===== src/sv/dpfc_pkg.sv =====
// Package for the dual-loop PID force controller: shared types, codes and constants.
// Used by dpfc_mul, dpfc_div and dual_pid_force_controller; depends on nothing.
`timescale 1ns / 1ps

package dpfc_pkg;

  // Field widths
  localparam int GAIN_W  = 24;
  localparam int DT_W    = 16;
  localparam int CODE_W  = 16;
  localparam int ERR_W   = 17;
  localparam int INTEG_W = 48;
  localparam int PROD_W  = 42;
  localparam int ACC_W   = 64;
  localparam int QUOT_W  = 33;
  localparam int COST_W  = 39;
  localparam int FORCE_W = 15;
  localparam int SEQ_W   = 8;
  localparam int IDX_IN_W = 4;
  localparam int CNT_W   = 8;

  // Register indexes on the configuration port
  localparam logic [2:0] REG_CART_KP = 3'd0;
  localparam logic [2:0] REG_CART_KI = 3'd1;
  localparam logic [2:0] REG_CART_KD = 3'd2;
  localparam logic [2:0] REG_POLE_KP = 3'd3;
  localparam logic [2:0] REG_POLE_KI = 3'd4;
  localparam logic [2:0] REG_POLE_KD = 3'd5;
  localparam logic [2:0] REG_STEP_DT = 3'd6;

  // Register reset values
  localparam logic [GAIN_W-1:0] RST_CART_KP = 24'd3148824;
  localparam logic [GAIN_W-1:0] RST_CART_KI = 24'd3641672;
  localparam logic [GAIN_W-1:0] RST_CART_KD = 24'd2251817;
  localparam logic [GAIN_W-1:0] RST_POLE_KP = 24'd9920184;
  localparam logic [GAIN_W-1:0] RST_POLE_KI = 24'd3590390;
  localparam logic [GAIN_W-1:0] RST_POLE_KD = 24'd163840;
  localparam logic [DT_W-1:0]   RST_STEP_DT = 16'd1311;

  // Report decoding
  localparam logic [ERR_W-1:0] CODE_OFFSET = 17'd10000;
  localparam logic [CNT_W-1:0] WORDS_EXPECTED = 8'd4;

  // Force limit on (pole output - cart output), Q.14, and the code bias
  localparam logic signed [ACC_W-1:0] DIFF_LIMIT = 64'sd16384000;
  localparam logic signed [29:0]      FORCE_BIAS = 30'sd163840000;

  // Sequencer steps within one report
  localparam logic [3:0] S_EDT   = 4'd0;   // error * dt into the integral
  localparam logic [3:0] S_KP    = 4'd1;   // kp * error
  localparam logic [3:0] S_KILO  = 4'd2;   // ki * integral low 16 bits, floored
  localparam logic [3:0] S_KIHL  = 4'd3;   // ki * integral bits 31:16
  localparam logic [3:0] S_KIHH  = 4'd4;   // ki * integral bits 47:32
  localparam logic [3:0] S_KD0   = 4'd5;   // kd * derivative bits 15:0
  localparam logic [3:0] S_KD1   = 4'd6;   // kd * derivative bits 31:16
  localparam logic [3:0] S_KD2   = 4'd7;   // kd * derivative sign
  localparam logic [3:0] S_CX    = 4'd8;   // x * x into the cost
  localparam logic [3:0] S_CT    = 4'd9;   // 100 theta * theta into the cost
  localparam logic [3:0] S_DRAIN = 4'd10;  // let the last product land

  // Where a product goes and how it is weighted
  localparam logic [2:0] DST_INTEG   = 3'd0;
  localparam logic [2:0] DST_SH0     = 3'd1;
  localparam logic [2:0] DST_SH16    = 3'd2;
  localparam logic [2:0] DST_SH32    = 3'd3;
  localparam logic [2:0] DST_FLOOR16 = 3'd4;
  localparam logic [2:0] DST_COST    = 3'd5;

  // Tag that travels with each multiply request
  typedef struct packed {
    logic       valid;
    logic [2:0] dst;
    logic       pole;
  } mul_tag_t;

endpackage


===== src/sv/dpfc_mul.sv =====
// Shared multiplier: unsigned 24-bit gain by signed 17-bit operand, registered product.
// Depends on dpfc_pkg for widths and the request tag.
`timescale 1ns / 1ps

module dpfc_mul (
  input  logic                                  clk,
  input  logic                                  rst,
  input  logic [dpfc_pkg::GAIN_W-1:0]           op_a,
  input  logic signed [dpfc_pkg::ERR_W-1:0]     op_b,
  input  dpfc_pkg::mul_tag_t                    tag_in,
  output logic signed [dpfc_pkg::PROD_W-1:0]    prod,
  output dpfc_pkg::mul_tag_t                    tag_out
);
  import dpfc_pkg::*;

  logic signed [GAIN_W:0] a_s;

  assign a_s = $signed({1'b0, op_a});

  // Register product and its tag
  always_ff @(posedge clk) begin
    prod <= a_s * op_b;
    if (rst) begin
      tag_out <= '0;
    end else begin
      tag_out <= tag_in;
    end
  end

endmodule


===== src/sv/dpfc_div.sv =====
// Restoring divider, one quotient bit per cycle: (delta * 65536) / dt, truncated to zero.
// Depends on dpfc_pkg for widths.
`timescale 1ns / 1ps

module dpfc_div (
  input  logic                                 clk,
  input  logic                                 rst,
  input  logic                                 start,
  input  logic signed [dpfc_pkg::ERR_W:0]      delta,
  input  logic [dpfc_pkg::DT_W-1:0]            divisor,
  output logic                                 busy,
  output logic signed [dpfc_pkg::QUOT_W-1:0]   quot
);
  import dpfc_pkg::*;

  logic [31:0]     dvd;
  logic [DT_W-1:0] rem;
  logic [DT_W-1:0] dvs;
  logic [5:0]      cnt;
  logic            neg;
  logic [ERR_W:0]  mag;
  logic [DT_W:0]   shifted;
  logic            fits;

  assign mag     = delta[ERR_W] ? 18'(-delta) : 18'(delta);
  assign shifted = {rem, dvd[31]};
  assign fits    = shifted >= {1'b0, dvs};
  assign busy    = cnt != 6'd0;
  assign quot    = neg ? -$signed({1'b0, dvd}) : $signed({1'b0, dvd});

  // Load operands, then shift one quotient bit in per cycle
  always_ff @(posedge clk) begin
    if (rst) begin
      cnt <= 6'd0;
    end else if (start) begin
      cnt <= 6'd32;
    end else if (busy) begin
      cnt <= cnt - 6'd1;
    end
    if (start) begin
      dvd <= {mag[DT_W-1:0], 16'd0};
      rem <= '0;
      dvs <= divisor;
      neg <= delta[ERR_W];
    end else if (busy) begin
      rem <= fits ? DT_W'(shifted - {1'b0, dvs}) : shifted[DT_W-1:0];
      dvd <= {dvd[30:0], fits};
    end
  end

endmodule


===== src/sv/dual_pid_force_controller.sv =====
// Channel   | Dir | Payload (lowest bits first)                                | Handshake
// s_        | in  | tuser: source_known; tdata: index, count, position, angle | tvalid/tready
// m_        | out | tdata: dest_index, sequence_res, force_code, cost_micro   | tvalid/tready
// cfg_      | in  | cfg_index selects register, cfg_data holds value         | cfg_we only
//
// For a valid report, each loop runs one divider pass for its derivative, with the
// other multiplies of the loop overlapped, and the shared multiplier issues one
// request per cycle otherwise. A dropped report frees the input from the check
// state. Reset is synchronous and clears the integrals, last errors and sequence
// valid bits at once. A stalled result is held in the output register; the next
// report is accepted meanwhile.
// Depends on dpfc_pkg, dpfc_mul and dpfc_div.
`timescale 1ns / 1ps

module dual_pid_force_controller #(
  parameter int NUM_DESTS = 16
) (
  input  logic        clk,
  input  logic        rst,
  input  logic        s_tvalid,
  output logic        s_tready,
  input  logic [47:0] s_tdata,   // source_index[3:0], word_count[11:4],
                                 // position_code[27:12], angle_code[43:28]
  input  logic        s_tuser,   // source_known
  output logic        m_tvalid,
  input  logic        m_tready,
  output logic [71:0] m_tdata,   // dest_index[3:0], sequence_res[11:4],
                                 // force_code[26:12], cost_micro[65:27]
  input  logic        cfg_we,
  input  logic [2:0]  cfg_index,
  input  logic [23:0] cfg_data
);
  import dpfc_pkg::*;

  localparam int IDX_W = (NUM_DESTS > 1) ? $clog2(NUM_DESTS) : 1;

  localparam logic [2:0] ST_IDLE  = 3'd0;
  localparam logic [2:0] ST_CHECK = 3'd1;
  localparam logic [2:0] ST_RUN   = 3'd2;
  localparam logic [2:0] ST_FIN   = 3'd3;

  logic [2:0] state;
  logic [3:0] step;
  logic       pole;

  // Configuration registers
  logic [GAIN_W-1:0] cart_kp, cart_ki, cart_kd, pole_kp, pole_ki, pole_kd;
  logic [DT_W-1:0]   step_time;
  logic [DT_W-1:0]   dt_eff;

  // Captured report
  logic                  rpt_known;
  logic [IDX_IN_W-1:0]   rpt_idx;
  logic [CNT_W-1:0]      rpt_count;
  logic signed [ERR_W-1:0] e_cart, e_pole;

  // Loop state
  logic signed [INTEG_W-1:0] cart_integ, pole_integ;
  logic signed [ERR_W-1:0]   cart_last, pole_last;
  logic signed [ACC_W-1:0]   acc;
  logic [COST_W-1:0]         cost;

  // Sequence counters
  logic [SEQ_W-1:0]     seq_mem [NUM_DESTS];
  logic [NUM_DESTS-1:0] seq_valid;
  logic [SEQ_W-1:0]     seq_rd;
  logic                 seq_vld_rd;
  logic [SEQ_W-1:0]     seq_cur;
  logic [IDX_W-1:0]     rd_addr;
  logic [IDX_W-1:0]     wr_addr;
  logic                 seq_we;

  // Multiplier and divider hookup
  logic [GAIN_W-1:0]         op_a;
  logic signed [ERR_W-1:0]   op_b;
  mul_tag_t                  tag_in, ptag;
  logic signed [PROD_W-1:0]  prod;
  logic                      div_start, div_busy;
  logic signed [QUOT_W-1:0]  quot;
  logic signed [ERR_W:0]     delta;

  // Per-loop selections
  logic signed [ERR_W-1:0]   cur_e, cur_last;
  logic signed [INTEG_W-1:0] cur_integ;
  logic [GAIN_W-1:0]         cur_kp, cur_ki, cur_kd;
  logic [ERR_W-1:0]          abs_c_full, abs_p_full;
  logic [CODE_W-1:0]         abs_c, abs_p;
  logic [GAIN_W-1:0]         hund_p;
  logic                      is_kd, stall, advance, reject, in_acc, fin_go;

  // Product consumers
  logic signed [ACC_W-1:0]   prod64, term;
  logic signed [INTEG_W:0]   integ_sum;
  logic signed [INTEG_W-1:0] integ_sat, prod_integ;

  // Result shaping
  logic signed [25:0]        diff_c;
  logic signed [29:0]        num;
  logic [FORCE_W-1:0]        force_code;

  assign s_tready = state == ST_IDLE;
  assign in_acc   = s_tvalid && s_tready;
  assign dt_eff   = (step_time == '0) ? DT_W'(1) : step_time;

  assign cur_e     = pole ? e_pole : e_cart;
  assign cur_last  = pole ? pole_last : cart_last;
  assign cur_integ = pole ? pole_integ : cart_integ;
  assign cur_kp    = pole ? pole_kp : cart_kp;
  assign cur_ki    = pole ? pole_ki : cart_ki;
  assign cur_kd    = pole ? pole_kd : cart_kd;
  assign delta     = 18'(cur_e) - 18'(cur_last);

  assign abs_c_full = e_cart[ERR_W-1] ? ERR_W'(-e_cart) : ERR_W'(e_cart);
  assign abs_p_full = e_pole[ERR_W-1] ? ERR_W'(-e_pole) : ERR_W'(e_pole);
  assign abs_c      = abs_c_full[CODE_W-1:0];
  assign abs_p      = abs_p_full[CODE_W-1:0];
  assign hund_p     = (GAIN_W'(abs_p) << 6) + (GAIN_W'(abs_p) << 5) + (GAIN_W'(abs_p) << 2);

  assign is_kd   = (step == S_KD0) || (step == S_KD1) || (step == S_KD2);
  assign stall   = is_kd && div_busy;
  assign advance = (state == ST_RUN) && !stall;
  assign div_start = advance && (step == S_EDT);

  assign reject = !rpt_known || ({{(32-IDX_IN_W){1'b0}}, rpt_idx} >= 32'(NUM_DESTS))
                  || (rpt_count != WORDS_EXPECTED);

  assign rd_addr = IDX_W'(s_tdata[3:0]);
  assign wr_addr = IDX_W'(rpt_idx);
  assign fin_go  = (state == ST_FIN) && (!m_tvalid || m_tready);
  assign seq_we  = fin_go;

  // Select operands for the current step
  always_comb begin
    op_a         = '0;
    op_b         = '0;
    tag_in.valid = advance && (step != S_DRAIN);
    tag_in.dst   = DST_COST;
    tag_in.pole  = pole;
    case (step)
      S_EDT: begin
        op_a = GAIN_W'(dt_eff);
        op_b = cur_e;
        tag_in.dst = DST_INTEG;
      end
      S_KP: begin
        op_a = cur_kp;
        op_b = cur_e;
        tag_in.dst = DST_SH0;
      end
      S_KILO: begin
        op_a = cur_ki;
        op_b = $signed({1'b0, cur_integ[15:0]});
        tag_in.dst = DST_FLOOR16;
      end
      S_KIHL: begin
        op_a = cur_ki;
        op_b = $signed({1'b0, cur_integ[31:16]});
        tag_in.dst = DST_SH0;
      end
      S_KIHH: begin
        op_a = cur_ki;
        op_b = $signed({cur_integ[47], cur_integ[47:32]});
        tag_in.dst = DST_SH16;
      end
      S_KD0: begin
        op_a = cur_kd;
        op_b = $signed({1'b0, quot[15:0]});
        tag_in.dst = DST_SH0;
      end
      S_KD1: begin
        op_a = cur_kd;
        op_b = $signed({1'b0, quot[31:16]});
        tag_in.dst = DST_SH16;
      end
      S_KD2: begin
        op_a = cur_kd;
        op_b = $signed({ERR_W{quot[QUOT_W-1]}});
        tag_in.dst = DST_SH32;
      end
      S_CX: begin
        op_a = GAIN_W'(abs_c);
        op_b = $signed({1'b0, abs_c});
      end
      S_CT: begin
        op_a = hund_p;
        op_b = $signed({1'b0, abs_p});
      end
      default: begin
        tag_in.valid = 1'b0;
      end
    endcase
  end

  dpfc_mul u_mul (
    .clk     (clk),
    .rst     (rst),
    .op_a    (op_a),
    .op_b    (op_b),
    .tag_in  (tag_in),
    .prod    (prod),
    .tag_out (ptag)
  );

  dpfc_div u_div (
    .clk     (clk),
    .rst     (rst),
    .start   (div_start),
    .delta   (delta),
    .divisor (dt_eff),
    .busy    (div_busy),
    .quot    (quot)
  );

  // Weight the product for the force accumulator
  assign prod64 = ACC_W'(prod);
  always_comb begin
    case (ptag.dst)
      DST_SH16:    term = prod64 <<< 16;
      DST_SH32:    term = prod64 <<< 32;
      DST_FLOOR16: term = prod64 >>> 16;
      default:     term = prod64;
    endcase
  end

  // Saturating integral update
  assign prod_integ = ptag.pole ? pole_integ : cart_integ;
  assign integ_sum  = (INTEG_W+1)'(prod_integ) + (INTEG_W+1)'(prod);
  always_comb begin
    if (integ_sum[INTEG_W] != integ_sum[INTEG_W-1]) begin
      integ_sat = integ_sum[INTEG_W] ? {1'b1, {(INTEG_W-1){1'b0}}}
                                     : {1'b0, {(INTEG_W-1){1'b1}}};
    end else begin
      integ_sat = integ_sum[INTEG_W-1:0];
    end
  end

  // Clamp the loop difference and code the force
  always_comb begin
    if (acc > DIFF_LIMIT) begin
      diff_c = 26'(DIFF_LIMIT);
    end else if (acc < -DIFF_LIMIT) begin
      diff_c = 26'(-DIFF_LIMIT);
    end else begin
      diff_c = acc[25:0];
    end
    num        = FORCE_BIAS - (30'(diff_c) <<< 3) - (30'(diff_c) <<< 1);
    force_code = num[28:14];
  end

  // Configuration writes
  always_ff @(posedge clk) begin
    if (rst) begin
      cart_kp   <= RST_CART_KP;
      cart_ki   <= RST_CART_KI;
      cart_kd   <= RST_CART_KD;
      pole_kp   <= RST_POLE_KP;
      pole_ki   <= RST_POLE_KI;
      pole_kd   <= RST_POLE_KD;
      step_time <= RST_STEP_DT;
    end else if (cfg_we) begin
      unique case (cfg_index)
        REG_CART_KP: cart_kp   <= cfg_data;
        REG_CART_KI: cart_ki   <= cfg_data;
        REG_CART_KD: cart_kd   <= cfg_data;
        REG_POLE_KP: pole_kp   <= cfg_data;
        REG_POLE_KI: pole_ki   <= cfg_data;
        REG_POLE_KD: pole_kd   <= cfg_data;
        REG_STEP_DT: step_time <= cfg_data[DT_W-1:0];
        default: ;
      endcase
    end
  end

  // Capture the report
  always_ff @(posedge clk) begin
    if (in_acc) begin
      rpt_known <= s_tuser;
      rpt_idx   <= s_tdata[3:0];
      rpt_count <= s_tdata[11:4];
      e_cart    <= $signed(CODE_OFFSET - {1'b0, s_tdata[27:12]});
      e_pole    <= $signed(CODE_OFFSET - {1'b0, s_tdata[43:28]});
    end
    if (state == ST_CHECK) begin
      seq_cur <= seq_vld_rd ? seq_rd : '0;
    end
  end

  // Sequence counter memory
  always_ff @(posedge clk) begin
    if (seq_we) begin
      seq_mem[wr_addr] <= seq_cur + SEQ_W'(1);
    end
    if (in_acc) begin
      seq_rd <= seq_mem[rd_addr];
    end
  end

  always_ff @(posedge clk) begin
    if (rst) begin
      seq_valid  <= '0;
      seq_vld_rd <= 1'b0;
    end else begin
      if (seq_we) begin
        seq_valid[wr_addr] <= 1'b1;
      end
      if (in_acc) begin
        seq_vld_rd <= seq_valid[rd_addr];
      end
    end
  end

  // Sequencer
  always_ff @(posedge clk) begin
    if (rst) begin
      state <= ST_IDLE;
      step  <= S_EDT;
      pole  <= 1'b0;
    end else begin
      unique case (state)
        ST_IDLE: begin
          if (in_acc) begin
            state <= ST_CHECK;
          end
        end
        ST_CHECK: begin
          step  <= S_EDT;
          pole  <= 1'b0;
          state <= reject ? ST_IDLE : ST_RUN;
        end
        ST_RUN: begin
          if (advance) begin
            case (step)
              S_KD2: begin
                if (pole) begin
                  step <= S_CX;
                end else begin
                  pole <= 1'b1;
                  step <= S_EDT;
                end
              end
              S_DRAIN: state <= ST_FIN;
              default: step <= step + 4'd1;
            endcase
          end
        end
        ST_FIN: begin
          if (fin_go) begin
            state <= ST_IDLE;
          end
        end
        default: state <= ST_IDLE;
      endcase
    end
  end

  // Last error: take the new error as the divider starts
  always_ff @(posedge clk) begin
    if (rst) begin
      cart_last <= '0;
      pole_last <= '0;
    end else if (div_start) begin
      if (pole) begin
        pole_last <= e_pole;
      end else begin
        cart_last <= e_cart;
      end
    end
  end

  // Land products: integrals, force accumulator, cost
  always_ff @(posedge clk) begin
    if (rst) begin
      cart_integ <= '0;
      pole_integ <= '0;
    end else if (ptag.valid && (ptag.dst == DST_INTEG)) begin
      if (ptag.pole) begin
        pole_integ <= integ_sat;
      end else begin
        cart_integ <= integ_sat;
      end
    end
    if (state == ST_CHECK) begin
      acc  <= '0;
      cost <= '0;
    end else if (ptag.valid) begin
      case (ptag.dst)
        DST_INTEG: ;
        DST_COST:  cost <= cost + prod[COST_W-1:0];
        default:   acc  <= ptag.pole ? acc + term : acc - term;
      endcase
    end
  end

  // Output register: hold until taken, load when the result is done
  always_ff @(posedge clk) begin
    if (rst) begin
      m_tvalid <= 1'b0;
    end else begin
      if (fin_go) begin
        m_tvalid <= 1'b1;
      end else if (m_tready) begin
        m_tvalid <= 1'b0;
      end
    end
    if (fin_go) begin
      m_tdata <= {6'd0, cost, force_code, seq_cur, rpt_idx};
    end
  end

endmodule


===== config.mk =====
export PLATFORM = sky130hd
export DESIGN_NAME = dual_pid_force_controller
export DESIGN_NICKNAME = d
export VERILOG_FILES = /design/src/sv/dpfc_pkg.sv /design/src/sv/dpfc_mul.sv /design/src/sv/dpfc_div.sv /design/src/sv/dual_pid_force_controller.sv
export SDC_FILE = /design/constraint.sdc
export NUM_CORES = 2
export LEC_CHECK = 0
export ABC_AREA = 1
export BUFFER_PORTS_ARGS = -buffer_cell sky130_fd_sc_hd__buf_2
export CORE_ASPECT_RATIO = 0.5
export CORE_MARGIN = 2
export CORE_UTILIZATION = 40
export DETAILED_ROUTE_END_ITERATION = 8
export PLACE_DENSITY = 0.61
export SLEW_MARGIN = 20
export SYNTH_ARGS = -nofsm -noshare
export SYNTH_HDL_FRONTEND = slang
export SYNTH_SLANG_ARGS = --single-unit

===== constraint.sdc =====
create_clock -name clk -period 12.15 [get_ports clk]
set_input_delay 2.43 -clock clk [delete_from_list [all_inputs] [get_ports clk]]
set_output_delay 2.43 -clock clk [all_outputs]
set_load 0.01 [all_outputs]

==> results.sh <==
export IMPL_synth_main_ff_cell="sky130_fd_sc_hd__dfxtp_1"
export IMPL_postRouteAntennaNets=0
export IMPL_vias_per_cell=5.35
export IMPL_period_needed_ps=11000
export IMPL_antenna_found_initial=6
export IMPL_required_ps=12740
export IMPL_cts_root_to_sink_buffers=3
export IMPL_final_layout_size_suffix_gt1_frac=0.0526
export IMPL_dp_final_hpwl_um=168000
export IMPL_io_pin_count=155
export IMPL_cts_buffers_inserted=81
export IMPL_clock_latency_ps=730
export IMPL_highest_layer="met5"
export IMPL_dp_slack_ps=1290
export IMPL_startpoint_type="register"
export IMPL_post_cts_setup_buffer_count=0
export IMPL_areaGrowthSynthToFinish_pct=8.61
export IMPL_synthArstFlopShare=0
export IMPL_input_output_buffers=144
export IMPL_crit_path_end_kind="register"
export IMPL_slew_headroom=0.214
export IMPL_grt_first_pass_wirelength_um=340000
export IMPL_hold_path_class="reg -> reg"
export IMPL_die_width_um=579
export IMPL_synth_warn=0
export IMPL_path_common_cell="sky130_fd_sc_hd__inv_1"
export IMPL_synth_enable_flop_cells=290
export IMPL_slew_violations=0
export IMPL_rsz_0062_raised_after_global_routing="no"
export IMPL_met3RoutedLength_um=16200
export IMPL_max_freq_mhz=90.9
export IMPL_clk_root_buffer_cell="sky130_fd_sc_hd__clkbuf_16"
export IMPL_maxCapViolCount=0
export IMPL_grt_start_max_net_pins=96
export IMPL_routed_length_on_met1_um=101000
export IMPL_worst_path_largest_cell_delay_ps=590
export IMPL_cts_htree_levels=3
export IMPL_postCtsResizedCells=0
export IMPL_fin_ws_ps=1150
export IMPL_post_synth_num_cell_types=64
export IMPL_arrival_ps=11590
export IMPL_layout_worst_path_cycle_share=0.905
export IMPL_dr_first_iter_drc_count=5729
export IMPL_routed_wirelength_um=222000
export IMPL_first_pass_iters=6
export IMPL_avgRoutedWirePerCell_um=19.5
export IMPL_setup_viol=0
export IMPL_crit_path_top_delay_cell="sky130_fd_sc_hd__fa_1"
export IMPL_clock_sinks=793
export IMPL_placementRows=105
export IMPL_path_max_fanout=11
export IMPL_gp_congestion=0.983
export IMPL_worst_slew_pin_slew_ps=1170
export IMPL_crit_type="reg -> reg"
export IMPL_syn_inst=9127
export IMPL_start_util=0.403
export IMPL_met2RoutedLength_um=97500
export IMPL_fin_skew_ps=69.9
export IMPL_drcViolationCount=0
export IMPL_die_area_um2=169000
export IMPL_synth_cell_area_um2=66100
export IMPL_num_vias=60700
export IMPL_final_net_count=9935
export IMPL_setup_tns_final_ps=0
export IMPL_synth_avg_cell_area_um2=7.24
export IMPL_first_global_vias=57000
export IMPL_grt_usage=0.259
export IMPL_grt_overflow_total=0
export IMPL_postSynthRegisterBits=793
export IMPL_tritoncts="built"
export IMPL_clk_transition_reported_paths_ps=80
export IMPL_die_y_um=291
export IMPL_status="completed"
export IMPL_placeableCoreArea_um2=164000
export IMPL_synth_seq_area_share=0.284
export IMPL_cts_hold_buffers=0
export IMPL_timing_final_hold_violations=0
-- per-layer routing --
layer | track usage | vias up
met5 | 0 | -
met4 | 0.0750 | 4
met3 | 0.0379 | 360
met2 | 0.405 | 2014
met1 | 0.368 | 28900
li1 | - | 29500
-- sequential cells by signal, indices dropped and copies added, names as in the netlist, 17 cells and up --
signal and count:
seq_mem 128, m_tdata 66, acc 64, cart_integ 48
pole_integ 48, u_mul.prod 42, cost 39, u_div.dvd 32
cart_kd 24, cart_ki 24, cart_kp 24, pole_kd 24
pole_ki 24, pole_kp 24, cart_last 17, e_cart 17
e_pole 17, pole_last 17
-- area by class of cell --
cell class                      instances  area [um^2]
Fill cell                           16900        92200
Tap cell                             2193         2740
Antenna cell                            3         7.51
Clock buffer                           99         2170
Clock inverter                         53          693
Sequential cell                       793        18800
Multi-Input combinational cell       6431        40100
Timing Repair Buffer                  236         1430
Inverter                             1554         5840
-- cell families (layout without fill, tap and decap cells) --
logic type | count (synthesis) | after routing | synth area share
AO/OA/AOI/OAI | 1800 | 1800 | 0.157
XOR/XNOR | 301 | 301 | 0.0399
adder cells (fa/ha/maj) | 757 | 757 | 0.182
buffers and inverters | 1908 | 1942 | 0.111
flip-flops | 793 | 793 | 0.284
multiplexers | 36 | 36 | 0.00545
other | 1 | 9 | 0.0000568
AND/OR/NAND/NOR | 3531 | 3531 | 0.221
-- metrics by stage --
step	std cells	util	hold slack [ps]	instance area [um^2]
after global routing	11400	0.438	472	71700
after CTS	11400	0.438	454	71700
final	11400	0.438	451	71700
after floorplan	9132	-	424	66100
after global placement	11200	0.420	436	68900
after detailed placement	11200	0.420	443	68900
-- cells in the final DEF, fill, tap and decap left out, drive strengths merged, types with 49 or more instances in the layout --
master	n
nand2	1840
inv	1545
nor2	994
o21ai	670
a21oi	617
dfxtp	503
ha	417
nand3	407
fa	340
edfxtp	290
buf	236
xor2	200
nand4	104
xnor2	101
clkbuf	99
nor3	90
o211ai	87
a31oi	66
o21bai	66
a21o	58
nor4	51
clkinv	49
-- cells in the mapped netlist (49+ instances only) --
master / number / area, um^2
sky130_fd_sc_hd__nand4_1: 103 / 644
sky130_fd_sc_hd__a21oi_1: 617 / 3090
sky130_fd_sc_hd__o21bai_1: 65 / 488
sky130_fd_sc_hd__ha_1: 417 / 5220
sky130_fd_sc_hd__nor4_1: 49 / 307
sky130_fd_sc_hd__o21ai_0: 650 / 3250
sky130_fd_sc_hd__nor3_1: 84 / 420
sky130_fd_sc_hd__xnor2_1: 101 / 885
sky130_fd_sc_hd__edfxtp_1: 290 / 8710
sky130_fd_sc_hd__xor2_1: 200 / 1750
sky130_fd_sc_hd__buf_2: 59 / 295
sky130_fd_sc_hd__clkbuf_1: 249 / 935
sky130_fd_sc_hd__inv_1: 1529 / 5740
sky130_fd_sc_hd__o211ai_1: 87 / 653
sky130_fd_sc_hd__nand3_1: 404 / 2020
sky130_fd_sc_hd__a21o_1: 58 / 435
sky130_fd_sc_hd__fa_1: 340 / 6810
sky130_fd_sc_hd__nand2_1: 1835 / 6890
sky130_fd_sc_hd__nor2_1: 963 / 3610
sky130_fd_sc_hd__a31oi_1: 66 / 413
sky130_fd_sc_hd__dfxtp_1: 503 / 10100
-- worst max-delay path: cells and delay by family (launching register included) --
| family | cells | cell delay [ps] |
|---|---|---|
| flops | 1 | 520 |
| simple gates | 12 | 1710 |
| fa+ha+maj | 11 | 4920 |
| buf+inv | 10 | 1280 |
| compound gates | 8 | 1740 |
| xor+xnor | 2 | 710 |
-- worst paths after layout --
path / start / endpoint / slack [ps] / depth (start not counted)
setup / recovery: e_pole[0] / u_mul.prod[34] / 1150 / 43
setup reg to reg: e_pole[0] / u_mul.prod[34] / 1150 / 43
hold reg to reg: pole_kp[6] / pole_kp[6] / 450 / 2
hold / removal: pole_kp[6] / pole_kp[6] / 450 / 2
Power is left out: the tool's default activity adds up to more than one toggle a clock period on the data nets, which glitch-free logic cannot reach.
